File: config.mk
export PLATFORM = sky130hd
export DESIGN_NAME = gbm_back
export DESIGN_NICKNAME = d
export VERILOG_FILES = /design/src/design/gbm_pkg.sv /design/src/design/gbm_back.sv
export SDC_FILE = /design/constraint.sdc
export NUM_CORES = 2
export LEC_CHECK = 0
export BUFFER_PORTS_ARGS = -buffer_cell sky130_fd_sc_hd__clkbuf_2
export CAP_MARGIN = 20
export CORE_UTILIZATION = 35
export DETAILED_ROUTE_END_ITERATION = 7
export GPL_ROUTABILITY_DRIVEN = 0
export PLACE_DENSITY = 0.53
export SLEW_MARGIN = 20
export SYNTH_ARGS = -nofsm -noshare
export SYNTH_HDL_FRONTEND = slang
export SYNTH_SLANG_ARGS = --single-unit
File: constraint.sdc
create_clock -name clk -period 7.6 [get_ports clk]
set_input_delay 0.76 -clock clk [delete_from_list [all_inputs] [get_ports clk]]
set_output_delay 0.76 -clock clk [all_outputs]
set_load 0.1 [all_outputs]
File: src/design/gbm_pkg.sv
package gbm_pkg;

	localparam int SAMPLE_W = 16;
	localparam int STATE_W = 48;
	localparam int COEF_W = 17;
	localparam int SCOEF_W = 16;
	localparam int BLEN_W = 13;
	localparam int MAX_BLOCK_LENGTH = 4096;
	localparam int MIN_BLOCK_LENGTH = 2;
	localparam int MAG_W = 32;
	localparam int CFG_W = 17;
	localparam int CFG_IDX_W = 2;

	// state split into two halves for the shared multiplier
	localparam int HALF_W = STATE_W / 2;
	localparam int MUL_A_W = HALF_W + 1;
	localparam int PROD_W = MUL_A_W + COEF_W;
	localparam int ACC_W = STATE_W + COEF_W + 1;
	localparam int FRAC_W = 14;
	localparam int RND_W = ACC_W - FRAC_W;
	localparam int WIDE_W = RND_W + 1;
	// |real|, |imag| stay below 2^49
	localparam int RI_W = 50;

	localparam int FIFO_DEPTH = 2;
	localparam int FIFO_AW = $clog2(FIFO_DEPTH);
	localparam int FIFO_CW = $clog2(FIFO_DEPTH + 1);

	localparam logic [CFG_IDX_W-1:0] CFG_BLOCK_LENGTH = 2'd0;
	localparam logic [CFG_IDX_W-1:0] CFG_TWO_COS = 2'd1;
	localparam logic [CFG_IDX_W-1:0] CFG_COS = 2'd2;
	localparam logic [CFG_IDX_W-1:0] CFG_SIN = 2'd3;

	localparam logic [BLEN_W-1:0] RST_BLOCK_LENGTH = 13'd256;
	localparam logic [COEF_W-1:0] RST_TWO_COS = 17'd32768;
	localparam logic [SCOEF_W-1:0] RST_COS = 16'd16384;
	localparam logic [SCOEF_W-1:0] RST_SIN = 16'd0;

	typedef struct packed {
		logic [BLEN_W-1:0] block_length;
		logic [COEF_W-1:0] two_cos_coeff;
		logic [SCOEF_W-1:0] cos_coeff;
		logic [SCOEF_W-1:0] sin_coeff;
	} cfg_t;

	typedef struct packed {
		logic [RI_W-1:0] re;
		logic [RI_W-1:0] im;
	} ri_t;

	typedef struct packed {
		logic [FIFO_CW-1:0] count;
		logic full;
		logic empty;
	} fifo_stat_t;

endpackage

File: src/design/gbm_back.sv
module gbm_back (
	input  logic clk,
	input  logic arst_n,
	input  logic pop_valid,
	output logic pop_ready,
	input  gbm_pkg::ri_t pop_data,
	output logic magnitude_valid,
	input  logic magnitude_ready,
	output logic [gbm_pkg::MAG_W-1:0] magnitude
);

	typedef enum logic [6:0] {
		B_IDLE  = 7'b000_0001,
		B_CHECK = 7'b000_0010,
		B_SQA   = 7'b000_0100,
		B_SQB   = 7'b000_1000,
		B_SUM   = 7'b001_0000,
		B_ROOT  = 7'b010_0000,
		B_FIN   = 7'b100_0000
	} bstate_t;

	localparam int MW = gbm_pkg::MAG_W;
	localparam int RIW = gbm_pkg::RI_W;
	localparam int SQW = 2 * MW;
	localparam int REMW = MW + 3;
	localparam int ITW = $clog2(MW);

	bstate_t state_q;
	gbm_pkg::ri_t ri_q;
	logic [MW-1:0] a_q, b_q;
	logic [SQW-1:0] sqa_q, sqb_q, rad_q;
	logic [REMW-1:0] rem_q;
	logic [MW-1:0] root_q;
	logic [ITW-1:0] iter_q;
	logic out_valid_q;
	logic [MW-1:0] mag_q;

	logic [RIW-1:0] abs_re, abs_im;
	logic too_big;
	logic [SQW:0] sum;
	logic [REMW-1:0] rem_sh, trial;
	logic fit;
	logic load_out;

	assign abs_re = ri_q.re[RIW-1] ? RIW'(-ri_q.re) : ri_q.re;
	assign abs_im = ri_q.im[RIW-1] ? RIW'(-ri_q.im) : ri_q.im;
	assign too_big = (|abs_re[RIW-1:MW]) || (|abs_im[RIW-1:MW]);
	assign sum = {1'b0, sqa_q} + {1'b0, sqb_q};

	// restoring square root, one result bit per cycle
	assign rem_sh = {rem_q[REMW-3:0], rad_q[SQW-1:SQW-2]};
	assign trial = {1'b0, root_q, 2'b01};
	assign fit = rem_sh >= trial;

	assign pop_ready = (state_q == B_IDLE);
	assign load_out = (state_q == B_FIN) && (!out_valid_q || magnitude_ready);
	assign magnitude_valid = out_valid_q;
	assign magnitude = mag_q;

	always_ff @(posedge clk or negedge arst_n) begin
		if (!arst_n) begin
			state_q <= B_IDLE;
			out_valid_q <= 1'b0;
		end else begin
			if (load_out)
				out_valid_q <= 1'b1;
			else if (magnitude_ready)
				out_valid_q <= 1'b0;
			case (state_q)
				B_IDLE: begin
					if (pop_valid)
						state_q <= B_CHECK;
				end
				B_CHECK: state_q <= too_big ? B_FIN : B_SQA;
				B_SQA: state_q <= B_SQB;
				B_SQB: state_q <= B_SUM;
				B_SUM: state_q <= sum[SQW] ? B_FIN : B_ROOT;
				B_ROOT: begin
					if (iter_q == ITW'(MW - 1))
						state_q <= B_FIN;
				end
				B_FIN: begin
					if (load_out)
						state_q <= B_IDLE;
				end
				default: state_q <= B_IDLE;
			endcase
		end
	end

	always_ff @(posedge clk) begin
		case (state_q)
			B_IDLE: begin
				if (pop_valid)
					ri_q <= pop_data;
			end
			B_CHECK: begin
				a_q <= abs_re[MW-1:0];
				b_q <= abs_im[MW-1:0];
				root_q <= '1;
			end
			B_SQA: sqa_q <= a_q * a_q;
			B_SQB: sqb_q <= b_q * b_q;
			B_SUM: begin
				rad_q <= sum[SQW-1:0];
				rem_q <= '0;
				iter_q <= '0;
				root_q <= sum[SQW] ? '1 : '0;
			end
			B_ROOT: begin
				rad_q <= rad_q << 2;
				iter_q <= iter_q + 1'b1;
				if (fit) begin
					rem_q <= rem_sh - trial;
					root_q <= {root_q[MW-2:0], 1'b1};
				end else begin
					rem_q <= rem_sh;
					root_q <= {root_q[MW-2:0], 1'b0};
				end
			end
			default: ;
		endcase
		if (load_out)
			mag_q <= root_q;
	end

endmodule

==> metrics <==
share of flip-flops with an asynchronous set or reset 1.72%; synthesized instance count 8181; first-pass GRT wire length 356000 um; pin count of the biggest net entering global routing 83; via count 58303; Post-Route Skew 0.0463 ns; Final Cycle Share 106%; crit-path max cell delay 0.63 ns; die width 485 um; total routing usage reported by global routing 19.3%; Avg WL per Cell 18.4 um; Critical Path RT 8.02 ns; Unique masters post-synth 83; # nets final 11426; final max-slew violation count 0; Rows 176; critical path's slowest cell fa_1; final cell count without fillers 12110; hpwl dp 188000 um; status complete, but fails checks; Port Buffers 137; # IOs 138; Hold Crit Class input pin to flop; placed insts 11889; gr ovfl total 0; crit path launch b_q[5]; Slew HR 27.0%; Worst Setup Start Kind flop; Final TNS setup -4.63 ns; EDFF count, synth 456; hold wc startpoint pop_data[21]; Max-Cap Viols 0; Seq/Total Area, Yosys 17.0%; f_max 124 MHz; unrepaired setup endpoints after global routing yes; Synth Cell Area 0.0815 mm2; Worst R2R End sqb_q[60]; minimum clock period 8.06 ns; synthesized area per cell 9.96 um2; die area 0.235 mm2; R2R Setup Slk -0.46 ns; Crit path arrival time 8.48 ns; Clock Tree Buf Depth 3; Setup WS post-layout -0.457 ns; #FFs+latches synth 464; most common cell after layout, fill and taps aside inv_1; critical path class flop to flop; CTS tree built; final hold slack 0.252 ns; DR vias/cell 4.81; Worst Hold Path EP ri_q[21]; Hold Path Cell Cnt 1; initial antenna violation count 14; crit-path max FO 9; Most common cell on crit path fa_1; worst reg2reg path depth 28; DRC errors left 0; net count after synthesis 10569; clock network latency to the later pin of the worst-skew pair 0.68 ns; first-pass detailed-route iteration total 6; Final Hold Fails 0; fillers 22428; ANT nets after route 0; H-tree Lvls 2; final WL 223000 um; Starting DRT DRC Count 2997; Core Box Area 0.231 mm2; clock slew at reported path FFs 0.07 ns; CTS Root Cell clkbuf_16; Setup violations, final 20; CTS Buf Count 53; area grow syn2layout 19.2%; clk sink count 464; vias in the first global route 64690; share of cells above drive strength 1 18.1%; most frequent cells in the layout inv_1 (1942), fa_1 (1501), buf_4 (789), ha_1 (647), nand2_1 (638); initial core utilization 35.3%; die height 485 um; main flop type after synthesis edfxtp_1; worst slew pin tran 1.09 ns; worst r2r src b_q[5]; crit end category flop; Synth Warn # 0; failing checks negative setup slack
## synth_stat cells, types with 7 or more instances
| library cell | instances | area (um2) |
|---|---|---|
| nand3_1 | 74 | 370 |
| a211oi_1 | 17 | 128 |
| edfxtp_1 | 456 | 13700 |
| nor4_1 | 16 | 100 |
| xnor2_1 | 216 | 1890 |
| inv_1 | 2002 | 7510 |
| o21a_1 | 16 | 120 |
| o41ai_1 | 11 | 96.3 |
| nor3b_1 | 8 | 60.1 |
| or2_2 | 18 | 113 |
| a21oi_1 | 288 | 1440 |
| a31oi_1 | 36 | 225 |
| a31o_2 | 24 | 210 |
| nor3_1 | 51 | 255 |
| nand2b_1 | 32 | 200 |
| and2_1 | 504 | 3150 |
| a21o_1 | 147 | 1100 |
| or4_1 | 20 | 150 |
| o21ai_0 | 161 | 806 |
| a21boi_0 | 39 | 293 |
| mux2i_1 | 36 | 360 |
| or3_1 | 17 | 106 |
| o211ai_1 | 12 | 90.1 |
| nor2b_1 | 48 | 300 |
| fa_1 | 1583 | 31700 |
| a41oi_1 | 8 | 70.1 |
| ha_1 | 701 | 8770 |
| and4_1 | 12 | 105 |
| clkbuf_1 | 277 | 1040 |
| dfrtp_1 | 7 | 175 |
| o31ai_1 | 34 | 255 |
| nor2_1 | 262 | 983 |
| xor2_1 | 133 | 1160 |
| nand4_1 | 40 | 250 |
| and3_1 | 41 | 257 |
| o21bai_1 | 42 | 315 |
| nand2_1 | 669 | 2510 |
## logic make-up after synthesis
logic type	after synthesis	synth area share, %
DFF	464	17.0
and+or+nand+nor	1836	11.2
muxes	41	0.511
buffers and inverters	2286	10.5
adders and majority gates	2284	49.6
xor gates and xnor gates	349	3.75
AOI/OAI and AO/OA	921	7.31
## layer usage
| layer | wire [um] | part of all wire, % | track usage [%] | vias up |
|---|---|---|---|---|
| met1 | 96400 | 43 | 25.5 | 29761 |
| met3 | 10100 | 4.5 | 1.93 | 287 |
| met4 | 5610 | 2.5 | 4.27 | 4 |
| met5 | 31 | 0.014 | 0 | - |
| li1 | - | - | - | 27049 |
| met2 | 111000 | 50 | 33.9 | 1202 |
## flip-flops by register name, indices dropped and copies added (netlist names)
name,cells
a_q,32
sqa_q,63
b_q,32
sqb_q,63
state_q,7
root_q,32
ri_q,100
magnitude,32
rem_q,33
iter_q,5
rad_q,64
magnitude_valid,1
## layout make-up
| class | instances | area, um2 | share of cell area, % |
|---|---|---|---|
| flip-flops and latches | 464 | 13900 | 14.3 |
| inverters | 2002 | 7530 | 7.75 |
| clock inverters | 37 | 402 | 0.413 |
| diodes | 4 | 10.0 | 0.0103 |
| repair buffers | 1086 | 9060 | 9.33 |
| well taps | 3026 | 3790 | 3.90 |
| multi-input cells | 5431 | 61100 | 62.9 |
| clock buffers | 60 | 1350 | 1.39 |
## through the flow
step	utilization [%]	setup WS (ns)	instance area, um2
final	42.1	-0.457	97100
after global routing	42.1	-0.588	97100
after CTS	41.2	-0.238	95100
after detailed placement	39.8	-0.571	91900
after global placement	39.8	-0.586	91900
after floorplan	-	-0.00825	81600
## what timing repair did
action / CTS / global route
resized for setup: 250 / 359
pin swaps: 196 / 223
endpoints found under the setup margin: 47 / 56
hold buffers: 1 / 0
cloned: 1 / 5
setup buffers: 53 / 72
endpoints found under the hold margin: 7 / 0
## how the worst max path moves through the flow
| stage | endpoint |
|---|---|
| global route | sqb_q[60] |
| CTS | sqb_q[56] |
| detailed placement | sqb_q[60] |
| floorplan | sqa_q[54] |
| finish | sqb_q[60] |
| global placement | sqb_q[60] |
## critical path: cells and delay by family, from the launching register on
| family | cells | cell delay, ns |
|---|---|---|
| XOR/XNOR | 1 | 0.10 |
| AO/OA/AOI/OAI | 6 | 0.92 |
| AND/OR/NAND/NOR | 4 | 1.06 |
| buffers and inverters | 8 | 0.90 |
| flip-flops | 1 | 0.50 |
| adder cells (fa/ha/maj) | 9 | 4.31 |
Power is left out: the tool's default activity adds up to more than one toggle a clock period on the data nets, which glitch-free logic cannot reach.
