## src/design/gbm_pkg.sv

```systemverilog
package gbm_pkg;

	localparam int SAMPLE_W = 16;
	localparam int STATE_W = 48;
	localparam int COEF_W = 17;
	localparam int SCOEF_W = 16;
	localparam int BLEN_W = 13;
	localparam int MAX_BLOCK_LENGTH = 4096;
	localparam int MIN_BLOCK_LENGTH = 2;
	localparam int MAG_W = 32;
	localparam int CFG_W = 17;
	localparam int CFG_IDX_W = 2;

	// state split into two halves for the shared multiplier
	localparam int HALF_W = STATE_W / 2;
	localparam int MUL_A_W = HALF_W + 1;
	localparam int PROD_W = MUL_A_W + COEF_W;
	localparam int ACC_W = STATE_W + COEF_W + 1;
	localparam int FRAC_W = 14;
	localparam int RND_W = ACC_W - FRAC_W;
	localparam int WIDE_W = RND_W + 1;
	// |real|, |imag| stay below 2^49
	localparam int RI_W = 50;

	localparam int FIFO_DEPTH = 2;
	localparam int FIFO_AW = $clog2(FIFO_DEPTH);
	localparam int FIFO_CW = $clog2(FIFO_DEPTH + 1);

	localparam logic [CFG_IDX_W-1:0] CFG_BLOCK_LENGTH = 2'd0;
	localparam logic [CFG_IDX_W-1:0] CFG_TWO_COS = 2'd1;
	localparam logic [CFG_IDX_W-1:0] CFG_COS = 2'd2;
	localparam logic [CFG_IDX_W-1:0] CFG_SIN = 2'd3;

	localparam logic [BLEN_W-1:0] RST_BLOCK_LENGTH = 13'd256;
	localparam logic [COEF_W-1:0] RST_TWO_COS = 17'd32768;
	localparam logic [SCOEF_W-1:0] RST_COS = 16'd16384;
	localparam logic [SCOEF_W-1:0] RST_SIN = 16'd0;

	typedef struct packed {
		logic [BLEN_W-1:0] block_length;
		logic [COEF_W-1:0] two_cos_coeff;
		logic [SCOEF_W-1:0] cos_coeff;
		logic [SCOEF_W-1:0] sin_coeff;
	} cfg_t;

	typedef struct packed {
		logic [RI_W-1:0] re;
		logic [RI_W-1:0] im;
	} ri_t;

	typedef struct packed {
		logic [FIFO_CW-1:0] count;
		logic full;
		logic empty;
	} fifo_stat_t;

endpackage

```

## src/design/gbm_front.sv

```systemverilog
module gbm_front (
	input  logic clk,
	input  logic arst_n,
	input  gbm_pkg::cfg_t cfg,
	input  logic sample_valid,
	output logic sample_ready,
	input  logic [gbm_pkg::SAMPLE_W-1:0] sample,
	output logic push_valid,
	input  logic push_ready,
	output gbm_pkg::ri_t push_data
);

	typedef enum logic [9:0] {
		F_IDLE    = 10'b00_0000_0001,
		F_REC_LO  = 10'b00_0000_0010,
		F_REC_HI  = 10'b00_0000_0100,
		F_REC_UPD = 10'b00_0000_1000,
		F_COS_LO  = 10'b00_0001_0000,
		F_COS_HI  = 10'b00_0010_0000,
		F_RE      = 10'b00_0100_0000,
		F_SIN_LO  = 10'b00_1000_0000,
		F_SIN_HI  = 10'b01_0000_0000,
		F_PUSH    = 10'b10_0000_0000
	} fstate_t;

	localparam int SW = gbm_pkg::STATE_W;
	localparam int HW = gbm_pkg::HALF_W;
	localparam int AW = gbm_pkg::ACC_W;
	localparam int PW = gbm_pkg::PROD_W;
	localparam int WW = gbm_pkg::WIDE_W;
	localparam int RW = gbm_pkg::RND_W;
	localparam int XW = gbm_pkg::SAMPLE_W;
	localparam int CW = gbm_pkg::COEF_W;
	localparam int BW = gbm_pkg::BLEN_W;

	fstate_t state_q;
	logic signed [SW-1:0] q1_q, q2_q;
	logic signed [XW-1:0] x_q;
	logic [BW-1:0] count_q;
	logic signed [AW-1:0] acc_q;
	logic signed [gbm_pkg::RI_W-1:0] re_q;

	logic signed [SW-1:0] mul_v;
	logic signed [gbm_pkg::MUL_A_W-1:0] mul_a;
	logic signed [CW-1:0] mul_c;
	logic signed [PW-1:0] prod;
	logic signed [AW-1:0] prod_ext;
	logic signed [AW-1:0] acc_rnd;
	logic signed [RW-1:0] rnd;
	logic signed [WW-1:0] q0_wide, re_wide;
	logic signed [SW-1:0] q0_sat;
	logic q0_ovf;
	logic lo_sel;
	logic [BW-1:0] len_eff, cnt_next;
	logic blk_end;

	// operand select for the shared 25x17 multiplier
	always_comb begin
		lo_sel = (state_q == F_REC_LO) || (state_q == F_COS_LO) || (state_q == F_SIN_LO);
		case (state_q)
			F_REC_LO, F_REC_HI: begin
				mul_v = q1_q;
				mul_c = $signed(cfg.two_cos_coeff);
			end
			F_COS_LO, F_COS_HI: begin
				mul_v = q2_q;
				mul_c = CW'($signed(cfg.cos_coeff));
			end
			default: begin
				mul_v = q2_q;
				mul_c = CW'($signed(cfg.sin_coeff));
			end
		endcase
		if (lo_sel)
			mul_a = $signed({1'b0, mul_v[HW-1:0]});
		else
			mul_a = $signed({mul_v[SW-1], mul_v[SW-1:HW]});
	end

	assign prod = mul_a * mul_c;
	assign prod_ext = AW'(prod);

	// round to nearest, ties up: floor((v*c + 2^13) / 2^14)
	assign acc_rnd = (acc_q + AW'(1 << (gbm_pkg::FRAC_W - 1))) >>> gbm_pkg::FRAC_W;
	assign rnd = acc_rnd[RW-1:0];

	assign q0_wide = WW'(rnd) - WW'(q2_q) + WW'(x_q);
	assign q0_ovf = !((&q0_wide[WW-1:SW-1]) || !(|q0_wide[WW-1:SW-1]));
	always_comb begin
		if (q0_ovf)
			q0_sat = q0_wide[WW-1] ? {1'b1, {(SW-1){1'b0}}} : {1'b0, {(SW-1){1'b1}}};
		else
			q0_sat = q0_wide[SW-1:0];
	end
	assign re_wide = WW'(q1_q) - WW'(rnd);

	always_comb begin
		if (cfg.block_length < BW'(gbm_pkg::MIN_BLOCK_LENGTH))
			len_eff = BW'(gbm_pkg::MIN_BLOCK_LENGTH);
		else if (cfg.block_length > BW'(gbm_pkg::MAX_BLOCK_LENGTH))
			len_eff = BW'(gbm_pkg::MAX_BLOCK_LENGTH);
		else
			len_eff = cfg.block_length;
	end
	assign cnt_next = count_q + 1'b1;
	assign blk_end = cnt_next >= len_eff;

	assign sample_ready = (state_q == F_IDLE);
	assign push_valid = (state_q == F_PUSH);
	assign push_data.re = re_q;
	assign push_data.im = rnd[gbm_pkg::RI_W-1:0];

	always_ff @(posedge clk or negedge arst_n) begin
		if (!arst_n) begin
			state_q <= F_IDLE;
			q1_q <= '0;
			q2_q <= '0;
			count_q <= '0;
		end else begin
			case (state_q)
				F_IDLE: begin
					if (sample_valid)
						state_q <= F_REC_LO;
				end
				F_REC_LO: state_q <= F_REC_HI;
				F_REC_HI: state_q <= F_REC_UPD;
				F_REC_UPD: begin
					q2_q <= q1_q;
					q1_q <= q0_sat;
					if (blk_end) begin
						state_q <= F_COS_LO;
					end else begin
						count_q <= cnt_next;
						state_q <= F_IDLE;
					end
				end
				F_COS_LO: state_q <= F_COS_HI;
				F_COS_HI: state_q <= F_RE;
				F_RE: state_q <= F_SIN_LO;
				F_SIN_LO: state_q <= F_SIN_HI;
				F_SIN_HI: state_q <= F_PUSH;
				F_PUSH: begin
					if (push_ready) begin
						q1_q <= '0;
						q2_q <= '0;
						count_q <= '0;
						state_q <= F_IDLE;
					end
				end
				default: state_q <= F_IDLE;
			endcase
		end
	end

	always_ff @(posedge clk) begin
		if (sample_ready && sample_valid)
			x_q <= sample;
		if (lo_sel)
			acc_q <= prod_ext;
		else if ((state_q == F_REC_HI) || (state_q == F_COS_HI) || (state_q == F_SIN_HI))
			acc_q <= acc_q + (prod_ext <<< HW);
		if (state_q == F_RE)
			re_q <= re_wide[gbm_pkg::RI_W-1:0];
	end

endmodule

```

## config.mk

```make
export PLATFORM = sky130hd
export DESIGN_NAME = gbm_front
export DESIGN_NICKNAME = d
export VERILOG_FILES = /design/src/design/gbm_pkg.sv /design/src/design/gbm_front.sv
export SDC_FILE = /design/constraint.sdc
export NUM_CORES = 2
export LEC_CHECK = 0
export ABC_AREA = 1
export ABC_CLOCK_PERIOD_IN_PS = 10900
export BUFFER_PORTS_ARGS = -buffer_cell sky130_fd_sc_hd__buf_2
export CAP_MARGIN = 40
export CORE_ASPECT_RATIO = 1.1
export CORE_MARGIN = 2
export CORE_UTILIZATION = 40
export DETAILED_ROUTE_END_ITERATION = 6
export PLACE_DENSITY = 0.62
export SLEW_MARGIN = 20
export SYNTH_ARGS = -nofsm -noshare
export SYNTH_HDL_FRONTEND = slang
export SYNTH_SLANG_ARGS = --single-unit
```

## constraint.sdc

```tcl
create_clock -name clk -period 10.9 [get_ports clk]
set_clock_uncertainty 0.2 [all_clocks]
set_input_delay 2.18 -clock clk [delete_from_list [all_inputs] [get_ports clk]]
set_output_delay 2.18 -clock clk [all_outputs]
set_load 0.005 [all_outputs]
```

==> impl_results.md <==
- Status: finished, violations left
- Failing checks: DRC
- Routed via count: 34,920
- Cell taking the most area after synthesis: fa_1
- Yosys reg bits: 238
- Yosys warns: 0
- CTS Hold Bufs: 0
- Die Area: 0.09780 mm2
- CP top delay family: adder cells
- Final setup fails: 0
- Mean Syn Cell Area: 7.473 um2
- Routed WL per cell: 21.69 um
- Worst skew pair latency: 650 ps
- Setup tns final: 0 ps
- Top-count cell post-synth: nand2_1
- Period utilisation layout: 95.20%
- Largest net degree at the start of global routing: 52
- Worst path arrival time: 10,570 ps
- Most numerous cell on the critical path: fa_1
- Max Freq: 0.09637 GHz
- Final wirelength: 144.2 mm
- Clock Tree Buf Depth: 3
- Critical setup path kind: reg -> reg
- Initial Util: 40.41%
- Via density: 5.253
- # rows: 118
- Vias in the first global route: 35,220
- Total clock buffers created by CTS: 30
- Placer Congestion: 1.016
- # IOs: 184
- RSZ-0062 raised after global routing: true
- Worst relative slew slack: 35.54%
- CTS Sinks: 238
- Antenna violations before repair: 2
- First drt pass iteration count: 7
- Top post-synthesis cells by count: 1,199 x nand2_1, 1,021 x inv_1, 490 x nor2_1
- Port bufs: 183
- CTS tree: yes
- HPWL after detailed placement: 123.7 mm
- Clock-pin slew on the worst setup and hold paths: 70 ps
- Die H: 327.8 um
- Top cells by area, synth: fa_1 25%, nand2_1 12%, inv_1 10%, edfxtp_1 9.4%, ha_1 8.6%
- CTS root buf: clkbuf_16
- Top FF cell, synth: edfxtp_1
- Die Wd: 298.4 um
- Post-synthesis sequential area ratio: 17.19%
- Hold crit path type: reg -> reg
- Synth Instances: 5,102
- # nets final: 6,174
- Remaining DRCs: 8
- Initial DRC count: 2,623
- First-pass GRT wire length: 214.9 mm
- Syn nets: 5,915
- Multi-input gate area: 0.02707 mm2
- Crit path capture type: flip-flop
- Storage element area: 0.006553 mm2
- Share of cells above drive strength 1: 9.564%
- Fill cells: 9,844
- CP Launch Type: flip-flop
- Slew Viols, Final: 0
- Routed Antenna Nets: 0
- CP max stage cell: fa_1
- Layout area overhead: 10.85%
- EDFF count, synth: 119
- Global-route usage over all layers: 29.23%
- Post-Syn Area: 0.03813 mm2
- Worst path max stage delay: 550 ps
- Synth cell types: 63
- Worst slew pin tran: 963.6 ps
- Min cycle time layout: 10,380 ps
- H-tree depth: 1
- Yosys top cell area share: 24.68%
- Max Cap Viol: 0
- Synth async-reset ratio: 50.00%
- Core area: 0.09434 mm2
- Total congestion overflow: 0
- CP required: 11,100 ps
- Reg2Reg Setup Slack: 520 ps
- Crit-path max FO: 12
- Final hold vios: 0
- WP buf/inv: 7
## layer usage
layer	part of all wire [%]	track usage [%]	up-vias
met2	48	50.04	1337
met1	41	36.97	16880
met3	6.3	3.532	295
li1	-	-	16400
met5	0	0	-
met4	5.4	13.36	0
## worst min-delay path, cell delays in order, from the launching register on
cell	delay, ps
dfrtp_1	360
nand2_1	60
nand2_1	50
## through the flow
stage / cell area (um2) / std cells / util (%) / hold WS, ps / worst slack, ps
final: 42260 / 6647 / 44.80 / 298.8 / 523.7
after global routing: 42260 / 6645 / 44.79 / 350.1 / -31.95
after floorplan: 38130 / 5102 / - / 248.8 / 1512
after CTS: 42190 / 6644 / 44.72 / 300.0 / 442.3
after global placement: 41140 / 6583 / 43.61 / 265.4 / -21.68
after detailed placement: 41240 / 6588 / 43.71 / 278.3 / -1.613
## logic make-up after synthesis
| logic type | count (synthesis) | share of synthesized area (%) |
|---|---|---|
| xor gates and xnor gates | 213 | 4.913 |
| DFF | 238 | 17.19 |
| buffers and inverters | 1165 | 11.98 |
| AOI/OAI and AO/OA | 686 | 10.25 |
| adders and majority gates | 731 | 33.24 |
| and+or+nand+nor | 2069 | 22.43 |
## registers in the layout (all words and copies together) (netlist names)
signal,cells
q1_q,48
q2_q,48
state_q,10
acc_q,53
count_q,13
re_q,50
x_q,16
## what timing repair did
item / CTS / global route
endpoints found under the setup margin: 0 / 16
gates resized for setup: 0 / 8
buffers inserted: 0 / 0
## layout by cell type (no fill, tap or decap), drive strengths merged, types with 6 or more instances in the layout
master / count
clkbuf: 36
nand3: 152
or2: 7
edfxtp: 119
and2: 9
buf: 323
o21ai: 216
nor3: 74
xor2: 131
a21oi: 271
o31ai: 10
dfrtp: 118
o21a: 10
o211ai: 12
ha: 261
clkinvlp: 6
inv: 1073
nor4: 30
a221oi: 7
o22ai: 48
xnor2: 82
and3: 9
nand2: 1232
fa: 470
nand4: 43
a31oi: 43
nor2: 506
a21o: 23
clkinv: 10
o21bai: 33
## layout make-up
type,count,share of cell area [%]
well taps,1260,3.730
diodes,2,0.01184
repair buffers,323,4.959
flip-flops and latches,238,15.50
inverters,1069,9.506
clock inverters,20,0.3671
clock buffers,36,1.877
multi-input cells,3699,64.04
## worst paths after layout
kind                                   startpoint                     end  depth (start not counted)
setup reg to reg           state_q[7]$_DFFE_PN0P_     acc_q[65]$_DFFE_PP_                         39
min in group asynchronous                  arst_n  count_q[1]$_DFFE_PN0P_                          1
hold reg to reg               q1_q[0]$_DFFE_PN0P_     q1_q[0]$_DFFE_PN0P_                          2
max in group asynchronous                  arst_n    q1_q[38]$_DFFE_PN0P_                          4
setup / recovery           state_q[7]$_DFFE_PN0P_     acc_q[65]$_DFFE_PP_                         39
hold / removal                q1_q[0]$_DFFE_PN0P_     q1_q[0]$_DFFE_PN0P_                          2
Power is left out: the tool's default activity adds up to more than one toggle a clock period on the data nets, which glitch-free logic cannot reach.
