`config.mk`:
```
export PLATFORM = sky130hd
export DESIGN_NAME = gbm_fifo
export DESIGN_NICKNAME = d
export VERILOG_FILES = /design/src/design/gbm_pkg.sv /design/src/design/gbm_fifo.sv
export SDC_FILE = /design/constraint.sdc
export NUM_CORES = 1
export LEC_CHECK = 0
export BUFFER_PORTS_ARGS = -buffer_cell sky130_fd_sc_hd__buf_2
export CAP_MARGIN = 10
export CORE_MARGIN = 2
export CORE_UTILIZATION = 50
export DETAILED_ROUTE_END_ITERATION = 10
export PLACE_DENSITY = 0.77
export RECOVER_POWER = 25
export SLEW_MARGIN = 20
export SYNTH_ARGS = -nofsm -noshare
export SYNTH_HDL_FRONTEND = slang
export SYNTH_SLANG_ARGS = --single-unit
```
`constraint.sdc`:
```
create_clock -name clk -period 11.55 [get_ports clk]
set_input_delay 0.5775 -clock clk [delete_from_list [all_inputs] [get_ports clk]]
set_output_delay 0.5775 -clock clk [all_outputs]
set_load 0.05 [all_outputs]
```
`src/design/gbm_pkg.sv`:
```
package gbm_pkg;

	localparam int SAMPLE_W = 16;
	localparam int STATE_W = 48;
	localparam int COEF_W = 17;
	localparam int SCOEF_W = 16;
	localparam int BLEN_W = 13;
	localparam int MAX_BLOCK_LENGTH = 4096;
	localparam int MIN_BLOCK_LENGTH = 2;
	localparam int MAG_W = 32;
	localparam int CFG_W = 17;
	localparam int CFG_IDX_W = 2;

	// state split into two halves for the shared multiplier
	localparam int HALF_W = STATE_W / 2;
	localparam int MUL_A_W = HALF_W + 1;
	localparam int PROD_W = MUL_A_W + COEF_W;
	localparam int ACC_W = STATE_W + COEF_W + 1;
	localparam int FRAC_W = 14;
	localparam int RND_W = ACC_W - FRAC_W;
	localparam int WIDE_W = RND_W + 1;
	// |real|, |imag| stay below 2^49
	localparam int RI_W = 50;

	localparam int FIFO_DEPTH = 2;
	localparam int FIFO_AW = $clog2(FIFO_DEPTH);
	localparam int FIFO_CW = $clog2(FIFO_DEPTH + 1);

	localparam logic [CFG_IDX_W-1:0] CFG_BLOCK_LENGTH = 2'd0;
	localparam logic [CFG_IDX_W-1:0] CFG_TWO_COS = 2'd1;
	localparam logic [CFG_IDX_W-1:0] CFG_COS = 2'd2;
	localparam logic [CFG_IDX_W-1:0] CFG_SIN = 2'd3;

	localparam logic [BLEN_W-1:0] RST_BLOCK_LENGTH = 13'd256;
	localparam logic [COEF_W-1:0] RST_TWO_COS = 17'd32768;
	localparam logic [SCOEF_W-1:0] RST_COS = 16'd16384;
	localparam logic [SCOEF_W-1:0] RST_SIN = 16'd0;

	typedef struct packed {
		logic [BLEN_W-1:0] block_length;
		logic [COEF_W-1:0] two_cos_coeff;
		logic [SCOEF_W-1:0] cos_coeff;
		logic [SCOEF_W-1:0] sin_coeff;
	} cfg_t;

	typedef struct packed {
		logic [RI_W-1:0] re;
		logic [RI_W-1:0] im;
	} ri_t;

	typedef struct packed {
		logic [FIFO_CW-1:0] count;
		logic full;
		logic empty;
	} fifo_stat_t;

endpackage

```
`src/design/gbm_fifo.sv`:
```
module gbm_fifo (
	input  logic clk,
	input  logic arst_n,
	input  logic push_valid,
	output logic push_ready,
	input  gbm_pkg::ri_t push_data,
	output logic pop_valid,
	input  logic pop_ready,
	output gbm_pkg::ri_t pop_data,
	output gbm_pkg::fifo_stat_t stat
);

	gbm_pkg::ri_t mem_q [gbm_pkg::FIFO_DEPTH];
	logic [gbm_pkg::FIFO_AW-1:0] wr_ptr_q, rd_ptr_q;
	logic [gbm_pkg::FIFO_CW-1:0] cnt_q;
	logic do_push, do_pop;

	assign push_ready = cnt_q != gbm_pkg::FIFO_CW'(gbm_pkg::FIFO_DEPTH);
	assign pop_valid = cnt_q != '0;
	assign pop_data = mem_q[rd_ptr_q];
	assign do_push = push_valid && push_ready;
	assign do_pop = pop_valid && pop_ready;

	assign stat.count = cnt_q;
	assign stat.full = !push_ready;
	assign stat.empty = !pop_valid;

	always_ff @(posedge clk or negedge arst_n) begin
		if (!arst_n) begin
			wr_ptr_q <= '0;
			rd_ptr_q <= '0;
			cnt_q <= '0;
		end else begin
			if (do_push)
				wr_ptr_q <= wr_ptr_q + 1'b1;
			if (do_pop)
				rd_ptr_q <= rd_ptr_q + 1'b1;
			if (do_push && !do_pop)
				cnt_q <= cnt_q + 1'b1;
			else if (do_pop && !do_push)
				cnt_q <= cnt_q - 1'b1;
		end
	end

	always_ff @(posedge clk) begin
		if (do_push)
			mem_q[wr_ptr_q] <= push_data;
	end

endmodule

```
==> impl_metrics.tcl, run 1 <==
set metrics [dict create \
    result_of_the_run "finished clean" \
    multi_input_area_mm2 0.00157 \
    syn-cell-area_mm2 0.00787 \
    placement.io_buffers 209 \
    synth_area_leaders "edfxtp_1 (76%), mux2_4 (17%), buf_12 (2.3%)" \
    yosys_warnings 0 \
    top_signal_layer_used "met4" \
    yosys.area.top_type "edfxtp_1" \
    drive_above_1_share_pct 55.1 \
    rsz_0062_raised_after_global_routing "no" \
    drcViolationCount 0 \
    netlist.area_leader.share_pct 76.3 \
    worstHoldPathType "in2reg" \
    dp_hpwl_um 8600 \
    start_util_pct 51.4 \
    post-place-cells 744 \
    wire_per_inst_um 17.0 \
    worstSetupPathType "reg2out" \
    clk_pin_slew_ns 0.06 \
    die_h_um 129 \
    die_width_um 129 \
    vias_post_dr 3794 \
    fill_cells 1131 \
    layout_min_cycle_time_ns 3.12 \
    grt_overflow_total 0 \
    synthesis.nets 436 \
    grt_util_all_layers_pct 15.3 \
    setup_tns_ns 0 \
    final_antenna_net_count 0 \
    required_ns 10.97 \
    power_report.internal_total_w 0.00177 \
    tightest_slew_ns 0.829 \
    relative_contribution_of_combinational_cells_to_total_power_pct 43.3 \
    rows 45 \
    hold_viol_final 0 \
    cap_viol_max_count 0 \
    yosysMostFrequentCell "edfxtp_1" \
    r2r_start "cnt_q[0]" \
    ctsHtreeMaxLevel 1 \
    detail_route.iter0.violations 244 \
    detailedRoute.firstPassIterationCount 4 \
    ys_seq_area_share_pct 77.6 \
    final-setup-viol-count 0 \
    layout.nets 663 \
    worst_ir_drop_vdd_uv 215 \
    power_leakage_nw 3.83 \
    worstSetupStartpointType "register" \
    top_level_ports 210 \
    worst_setup_path_startpoint "rd_ptr_q" \
    die_area_mm2 0.0168 \
    met1Wirelength_um 5100 \
    tritoncts "yes" \
    syn_to_final_growth_pct 22.8 \
    synth_top_flop_cell "edfxtp_1" \
    post_layout_nonfiller_instances 782 \
    synth.avg_cell_area_um2 23.8 \
    fmax_mhz 320 \
    synth_edf_count 200 \
    antenna_found_initial 2 \
    switching_share_pct 40.7 \
    yosysUniqueCellTypes 16 \
    finalWeightedCongestion 0.721 \
    detail_route.wirelength_um 13300 \
    cts_max_path_buffers 3 \
    cts-buffers-inserted 21 \
    seq_power_share_pct 36.2 \
    yosys-top-cells-count "edfxtp_1 (200), mux2_4 (90), mux2_2 (10)" \
    power_dissipated_by_switching_net_loads_w 0.00122 \
    asyncSetResetFlopFracSynth_pct 1.96 \
    timing.critical_path.arrival_ns 2.55 \
    final.setup_skew_ns 0.00857 \
    cellPowerDensity_mw_per_mm2 310 \
    root_buffer "clkbuf_16" \
    final-max-slew-violation-count 0 \
    path_max_fanout 38 \
    met2RoutedLength_um 6770 \
    first_global_vias 3957 \
    synth.ff_latch_count 204 \
    grt_start_max_net_pins 62 \
    syn-instance-count 331 \
    clock_network_fraction_of_total_power_pct 20.5 \
    placeable_area_mm2 0.0153 \
    cts_num_sinks 204 \
    viasPerCell 4.85 \
    seqCellArea_mm2 0.00611 \
    detailroute.wirelength.met3_um 1200 \
    relSlewSlack_pct 44.7 \
    cts_post_setup_buffers_inserted 0 \
    endpoint_kind "output pin" \
    period_share_pct 27.1 \
    clock_latency_on_the_worst_skew_pair_ns 0.48 \
    hold_path.startpoint "push_data[19]" \
    global_route_wire_length_before_repair_um 19700 \
]
==> cell usage in the layout (no fill, tap or decap) <==
| cell | synthesis | layout |
|---|---|---|
| or2_1 | 1 | 1 |
| mux2_4 | 90 | 90 |
| nor2_4 | 0 | 1 |
| inv_6 | 0 | 1 |
| clkinv_8 | 0 | 1 |
| inv_1 | 3 | 3 |
| ha_1 | 1 | 1 |
| edfxtp_1 | 200 | 200 |
| buf_16 | 0 | 1 |
| diode_2 | 0 | 1 |
| clkbuf_1 | 0 | 34 |
| dfrtp_4 | 0 | 1 |
| clkinv_1 | 0 | 4 |
| buf_2 | 1 | 179 |
| dlygate4sd3_1 | 0 | 1 |
| nor2_1 | 2 | 1 |
| xnor2_1 | 3 | 3 |
| clkinv_2 | 0 | 2 |
| xor2_1 | 2 | 2 |
| clkinvlp_4 | 0 | 1 |
| dfrtp_1 | 4 | 3 |
| nand2_1 | 2 | 2 |
| mux2_2 | 10 | 10 |
| buf_4 | 0 | 4 |
| clkbuf_16 | 0 | 21 |
| nand2b_1 | 1 | 1 |
| and3_4 | 0 | 1 |
| bufinv_16 | 0 | 1 |
==> state kept, by name (all words and copies together), names as in the netlist <==
register  count
mem_q       200
cnt_q         2
rd_ptr_q      1
wr_ptr_q      1
==> logic make-up (layout without fill, tap and decap cells) <==
logic type	Yosys count	in the layout	synth area share, %
buffers and inverters	14	253	2.64
muxes	100	100	18.6
and+or+nand+nor	7	7	0.430
adders and majority gates	1	1	0.159
DFF	204	204	77.6
xor gates and xnor gates	5	5	0.557
other	0	1	0
==> power groups by stage <==
| stage | clock network (W) | registers (W) | logic, W |
|---|---|---|---|
| 5_1_grt | 0.000663 | 0.00110 | 0.00135 |
| 6_report | 0.000614 | 0.00108 | 0.00129 |
| 4_1_cts | 0.000632 | 0.00109 | 0.00130 |
| 2_1_floorplan | 0 | 0.00109 | 0.00113 |
| 3_5_place_dp | 0 | 0.00110 | 0.00130 |
| 3_3_place_gp | 0 | 0.00109 | 0.00129 |
==> worst paths after layout <==
| check | to | slack [ns] | depth (start not counted) |
|---|---|---|---|
| worst max-delay path | pop_data[70] | 8.43 | 3 |
| worst min-delay path | mem_q[0][19] | 0.28 | 1 |
| worst max register to register | mem_q[0][2] | 9.10 | 4 |
| worst min register to register | cnt_q[1] | 0.51 | 1 |
| max in group asynchronous | rd_ptr_q | 10.96 | 2 |
| min in group asynchronous | cnt_q[1] | 0.45 | 2 |
==> final cells by class <==
type	instances	area share (%)
Sequential cell	204	63.3
Multi-Input combinational cell	113	16.2
Timing Repair Buffer	215	11.1
Clock buffer	25	5.60
Tap cell	211	2.73
Clock inverter	10	0.907
Inverter	3	0.117
Antenna cell	1	0.0259
==> through the flow <==
step | hold WS (ns) | setup WS, ns | util (%) | total power (W) | area [µm²]
detailed placement | 0.392 | 8.60 | 58.9 | 0.00240 | 9030
floorplan | 0.282 | 5.38 | - | 0.00223 | 7870
global placement | 0.385 | 8.62 | 58.9 | 0.00238 | 9030
global route | 0.251 | 8.30 | 63.0 | 0.00312 | 9660
finish | 0.276 | 8.43 | 63.1 | 0.00299 | 9660
CTS | 0.255 | 8.37 | 63.1 | 0.00302 | 9670
==> layer usage <==
layer	up-vias	GRT usage, %
met3	25	5.12
li1	1762	-
met5	-	0
met1	1851	17.7
met4	0	4.87
met2	156	27.0
==> worst max-delay path, cell delays in order, from the launching register on <==
cell     delay, ns
dfrtp_4       0.76
buf_4         0.64
mux2_2        0.42
buf_2         0.21
==> repair_timing <==
item                      in CTS  in global routing
gates resized for setup        0                  0
hold endpoints to repair       4                  0
hold buffers                   1                  0
No activity file was read; power rests on OpenSTA's default activity.
==> run 2: changes to the inputs <==
--- a/config.mk
+++ b/config.mk
@@ -5,10 +5,11 @@
 export SDC_FILE = /design/constraint.sdc
 export NUM_CORES = 1
 export LEC_CHECK = 0
+export ABC_AREA = 1
 export BUFFER_PORTS_ARGS = -buffer_cell sky130_fd_sc_hd__buf_2
 export CAP_MARGIN = 10
 export CORE_MARGIN = 2
-export CORE_UTILIZATION = 50
+export CORE_UTILIZATION = 47
 export DETAILED_ROUTE_END_ITERATION = 10
 export PLACE_DENSITY = 0.77
 export RECOVER_POWER = 25
==> constraint.sdc (replaced) <==
create_clock -name clk -period 2.7 [get_ports clk]
set_input_delay 0.135 -clock clk [delete_from_list [all_inputs] [get_ports clk]]
set_output_delay 0.135 -clock clk [all_outputs]
set_load 0.05 [all_outputs]
==> run 2 against run 1 <==
Net effect:
- synthesized area decreased by 3.8%
- cell count increased by 41%
- count of clock-buffer cells in the layout increased by 6
- register-to-register slack got worse by 8.2 ns
- final area increased by 7.8%
- worst setup slack got worse by 7.9 ns
- core utilization increased by 2.7 points
- flip-flop and latch count unchanged
- via count increased by 35%
- largest power group unchanged
==> impl_metrics.tcl, run 2 <==
set metrics [dict create \
    syn-cell-area_mm2 0.00757 \
    asyncSetResetFlopFracSynth_pct 1.96 \
    antenna_found_initial 0 \
    largest_register "mem_q" \
    tritoncts "yes" \
    critical_path.slowest_cell "dfrtp_4" \
    synth_area_leaders "edfxtp_1 (79%), nand2_1 (15%), buf_6 (1.3%)" \
    grt_overflow_total 0 \
    global_route_wire_length_before_repair_um 24200 \
    cts-buffers-inserted 20 \
    yosysMostFrequentCell "nand2_1" \
    final_antenna_net_count 0 \
    biggestRegsByFlops "mem_q x200, cnt_q x2" \
    result_of_the_run "finished clean" \
    detail_route.wirelength_um 16400 \
    cp_slowest_stage_delay_ns 0.49 \
    netlist.area_leader.share_pct 79.3 \
    final-setup-viol-count 0 \
    synth_top_flop_cell "edfxtp_1" \
    grt_util_all_layers_pct 18.4 \
    hold_viol_final 0 \
    preCtsSetupSlack_ns 0.891 \
    placement.io_buffers 209 \
    grt_start_max_net_pins 102 \
    cap_viol_max_count 0 \
    synth.ff_latch_count 204 \
    largest_register_ff_count 200 \
    relSlewSlack_pct 55.1 \
    timing.critical_path.cells "clkinv_2, buf_4, nand2_1, nand2_1, buf_2" \
    yosysUniqueCellTypes 15 \
    seqCellArea_mm2 0.00611 \
    first_global_vias 5076 \
    finalWeightedCongestion 0.750 \
    worst_ir_drop_vdd_uv 879 \
    start_util_pct 47.8 \
    layout.nets 981 \
    final_util_pct 65.8 \
    ctsResizeCount 0 \
    cts_num_sinks 204 \
    synth_edf_count 200 \
    root_buffer "clkbuf_16" \
    setup_slack_ns 0.546 \
    cellPowerDensity_mw_per_mm2 1250 \
    vias_post_dr 5127 \
    fmax_mhz 464 \
    worstSetupPathType "reg2out" \
    path_max_fanout 50 \
    wire_per_inst_um 14.8 \
    detail_route.iter0.violations 301 \
    ctsHtreeMaxLevel 1 \
    clock_latency_on_the_worst_skew_pair_ns 0.48 \
    synth.avg_cell_area_um2 13.6 \
    detailedRoute.firstPassIterationCount 4 \
    period_share_pct 79.8 \
    final.setup_skew_ns 0.00535 \
    rows 46 \
    synthesis.nets 661 \
    placeable_area_mm2 0.0158 \
    final-max-slew-violation-count 0 \
    die_width_um 131 \
    layout_min_cycle_time_ns 2.15 \
    power_leakage_nw 4.39 \
    syn_to_final_growth_pct 37.5 \
    syn-instance-count 556 \
    setup_tns_ns 0 \
    required_ns 2.57 \
    die_area_mm2 0.0171 \
    cts_post_setup_buffers_inserted 0 \
    multi_input_area_mm2 0.00124 \
    yosys.area.top_type "edfxtp_1" \
    timing.critical_path.arrival_ns 2.02 \
    critPathMostFrequentCell "nand2_1" \
    postCtsHoldBufs 104 \
    viasPerCell 4.64 \
    drive_above_1_share_pct 24.5 \
    highest_count_cells_in_the_layout_ignoring_fill_and_taps "nand2_1 (309), edfxtp_1 (200), buf_2 (171)" \
    yosys_warnings 0 \
    tightest_slew_ns 0.673 \
    worstHoldPathType "in2reg" \
    dp_hpwl_um 8660 \
    rsz_0062_raised_after_global_routing "no" \
    die_h_um 131 \
    top_level_ports 210 \
    n_antenna_cell 0 \
    fill_cells 1109 \
    worstSetupStartpointType "register" \
    cts_max_path_buffers 3 \
    yosys-top-cells-count "nand2_1 (311), edfxtp_1 (200), buf_4 (11)" \
    clk_pin_slew_ns 0.06 \
    ys_seq_area_share_pct 80.7 \
    drcViolationCount 0 \
    layout.cells.most_common "nand2_1" \
    endpoint_kind "output pin" \
]
-- run 2: changes by cell type after synthesis, sizes merged, moves of 2 or more --
cell   change
nor2       +2
mux2     -100
nand3      +2
xor2       -2
buf       +11
inv        +7
xnor2      -2
nand2    +309
-- run 2: critical path: cells and delay by family, from the launching register on --
kind	cells	cell delay (ns)
buf+inv	3	0.78
flops	1	0.49
simple gates	2	0.24
-- run 2: report_power, final --
group	total, W	switching, W	internal, W
clock network	0.00255	0.00107	0.00148
logic	0.00597	0.00478	0.00118
registers	0.00450	0.000176	0.00432
total	0.0130	0.00602	0.00699
-- run 2: cell families after synthesis --
family / Yosys count / share of synthesized area [%]
xor+xnor: 1 / 0.116
fa+ha+maj: 1 / 0.165
buf+inv: 32 / 3.06
flops: 204 / 80.7
simple gates: 318 / 16.0
-- run 2: layer usage --
layer  vias to the layer above  track usage (%)  routed length, µm
li1                       2504                -                  -
met1                      2387             19.3               5900
met2                       204             35.3               8830
met3                        32             5.01               1310
met4                         0             6.20                339
met5                         -                0                  0
-- run 2: through the flow --
stage          instance area [µm²]  total power [W]  hold slack [ns]  instances
2_1_floorplan                 7590          0.00917           -0.161        556
3_3_place_gp                  8810           0.0104          -0.0531        966
3_5_place_dp                  8810           0.0104          -0.0537        966
4_1_cts                      10500           0.0131            0.353       1106
5_1_grt                      10400           0.0137            0.362       1106
6_report                     10400           0.0130            0.375       1106
-- run 2: path summary, 6_finish.rpt --
| path | from | endpoint | slack [ns] | depth (start not counted) |
|---|---|---|---|---|
| min | push_data[55] | mem_q[1][55] | 0.38 | 2 |
| min reg2reg | wr_ptr_q | wr_ptr_q | 0.47 | 2 |
| max in group asynchronous | arst_n | rd_ptr_q | 1.92 | 3 |
| min in group asynchronous | arst_n | wr_ptr_q | 0.57 | 3 |
| max | rd_ptr_q | pop_data[25] | 0.55 | 5 |
| max reg2reg | cnt_q[1] | mem_q[0][32] | 0.91 | 6 |
-- run 2: cell type report --
type / instances / share of cell area [%]
inverters: 10 / 0.445
flip-flops and latches: 204 / 58.7
clock buffers: 31 / 5.60
clock inverters: 5 / 0.228
multi-input cells: 320 / 12.0
repair buffers: 320 / 20.5
well taps: 216 / 2.60
==> run 3: changes to the inputs <==
--- a/config.mk
+++ b/config.mk
@@ -5,11 +5,11 @@
 export SDC_FILE = /design/constraint.sdc
 export NUM_CORES = 1
 export LEC_CHECK = 0
-export ABC_AREA = 1
+export ABC_AREA = 0
 export BUFFER_PORTS_ARGS = -buffer_cell sky130_fd_sc_hd__buf_2
 export CAP_MARGIN = 10
 export CORE_MARGIN = 2
-export CORE_UTILIZATION = 47
+export CORE_UTILIZATION = 50
 export DETAILED_ROUTE_END_ITERATION = 10
 export PLACE_DENSITY = 0.77
 export RECOVER_POWER = 25
==> constraint.sdc (replaced) <==
create_clock -name clk -period 2 [get_ports clk]
set_input_delay 0.1 -clock clk [delete_from_list [all_inputs] [get_ports clk]]
set_output_delay 0.1 -clock clk [all_outputs]
set_load 0.05 [all_outputs]
==> run 3 against run 2 <==
Net effect:
- combinational power rose by 44%
- clock skew rose by 0.0030 ns
- global-route usage rose by 0.51 points
- register-to-register slack got worse by 0.52 ns
- non-clock buffer count rose by 3
- final area rose by 7.0%
- hold slack got worse by 0.038 ns
- power rose by 46%
- via count fell by 16%
- cell count fell by 19%
- die area fell by 2.2%
- critical path type unchanged
==> impl_metrics.tcl, run 3 (synthesis results as in run 1) <==
set metrics [dict create \
    layout.nets 771 \
    die_area_mm2 0.0168 \
    final-setup-viol-count 0 \
    grt_util_all_layers_pct 18.9 \
    highest_count_cells_in_the_layout_ignoring_fill_and_taps "edfxtp_1 (200), buf_2 (125), dlygate4sd3_1 (104)" \
    endpoint_kind "output pin" \
    start_util_pct 51.4 \
    grt_start_max_net_pins 54 \
    fill_cells 923 \
    result_of_the_run "finished clean" \
    timing.critical_path.arrival_ns 1.88 \
    path_max_fanout 20 \
    drive_above_1_share_pct 46.6 \
    global_route_wire_length_before_repair_um 24000 \
    hold_viol_final 0 \
    viasPerCell 4.83 \
    antenna_found_initial 0 \
    root_buffer "clkbuf_16" \
    top_level_ports 210 \
    die_width_um 129 \
    tightest_slew_ns 0.325 \
    wire_per_inst_um 18.2 \
    ctsHtreeMaxLevel 1 \
    seqCellArea_mm2 0.00611 \
    layout_min_cycle_time_ns 1.98 \
    relSlewSlack_pct 78.3 \
    cts_max_path_buffers 3 \
    preCtsSetupSlack_ns 0.414 \
    worstSetupStartpointType "register" \
    cellPowerDensity_mw_per_mm2 1700 \
    fmax_mhz 504 \
    layout.cell_area.non_filler_mm2 0.0111 \
    final.setup_skew_ns 0.00831 \
    cts_num_sinks 204 \
    worstHoldPathType "in2reg" \
    dp_hpwl_um 8740 \
    rows 45 \
    detailedRoute.firstPassIterationCount 4 \
    required_ns 1.90 \
    hold-worst-slack_ns 0.337 \
    hold_path.startpoint "push_data[39]" \
    drcViolationCount 0 \
    detail_route.wirelength_um 16300 \
    first_global_vias 4675 \
    rsz_0062_raised_after_global_routing "yes" \
    die_h_um 129 \
    timing.critical_path.cells "bufbuf_16, mux2_4, buf_4" \
    largest_register "mem_q" \
    worstSetupPathType "reg2out" \
    multi_input_area_mm2 0.00158 \
    placeable_area_mm2 0.0153 \
    period_share_pct 99.2 \
    setup_slack_ns 0.0165 \
    layout.cells.most_common "edfxtp_1" \
    detail_route.iter0.violations 261 \
    largest_register_ff_count 200 \
    final_util_pct 72.7 \
    cp_slowest_stage_delay_ns 0.54 \
    r2r_start "cnt_q[0]" \
    biggestRegsByFlops "mem_q x200, cnt_q x2" \
    power_leakage_nw 4.41 \
    timing.critical_path.buf_inv 2 \
    p_total_w 0.0189 \
    clock_latency_on_the_worst_skew_pair_ns 0.48 \
    clk_pin_slew_ns 0.06 \
    finalWeightedCongestion 0.703 \
    final-max-slew-violation-count 0 \
    cpLargestDelayFamily "flip-flops" \
    critical_path.slowest_cell "dfrtp_4" \
    worst_ir_drop_vdd_uv 1360 \
    vias_post_dr 4304 \
    placement.io_buffers 209 \
    worst_setup_path_startpoint "rd_ptr_q" \
    cap_viol_max_count 0 \
    placedInstanceArea_mm2 0.00916 \
    cts-buffers-inserted 21 \
    tritoncts "yes" \
    syn_to_final_growth_pct 41.6 \
    grt_overflow_total 0 \
    final_antenna_net_count 0 \
]
[run 3: per-layer routing]
layer,track usage [%],routed length (µm),vias up
met5,0,0,-
met4,5.57,348,0
met3,4.87,1120,32
met2,34.2,8430,176
met1,22.2,6370,2116
li1,-,-,1980
[run 3: per-stage QoR]
stage          std cells  TNS [ns]
3_3_place_gp         747         0
6_report             892         0
5_1_grt              891    -0.380
3_5_place_dp         747         0
2_1_floorplan        331   -145.52
4_1_cts              891  -0.00792
[run 3: final cells by class]
cell class	count	share of cell area (%)
Clock inverter	15	1.92
Timing Repair Buffer	323	21.8
Sequential cell	204	54.9
Multi-Input combinational cell	113	14.2
Clock buffer	22	4.75
Tap cell	211	2.37
Inverter	3	0.101
Antenna cell	1	0.0225
[run 3: final timing paths]
| check | to | slack, ns | cells past startpoint |
|---|---|---|---|
| worst min-delay path | mem_q[0][39] | 0.34 | 2 |
| max in group asynchronous | rd_ptr_q | 1.21 | 3 |
| worst max-delay path | pop_data[9] | 0.02 | 3 |
| worst min register to register | cnt_q[1] | 0.55 | 1 |
| min in group asynchronous | cnt_q[0] | 0.56 | 3 |
| worst max register to register | mem_q[1][93] | 0.39 | 3 |
[run 3: what timing repair did]
item,in CTS,in global routing
hold buffers,104,0
resized for setup,42,21
setup endpoints to repair,43,43
hold endpoints to repair,206,0
setup buffers,2,0
cloned,1,0
[run 3: report_power, final]
part	internal [W]	leakage (nW)	switching (W)
Combinational	0.00308	2.15	0.00551
Clock	0.00258	0.359	0.00159
Sequential	0.00585	1.90	0.000316
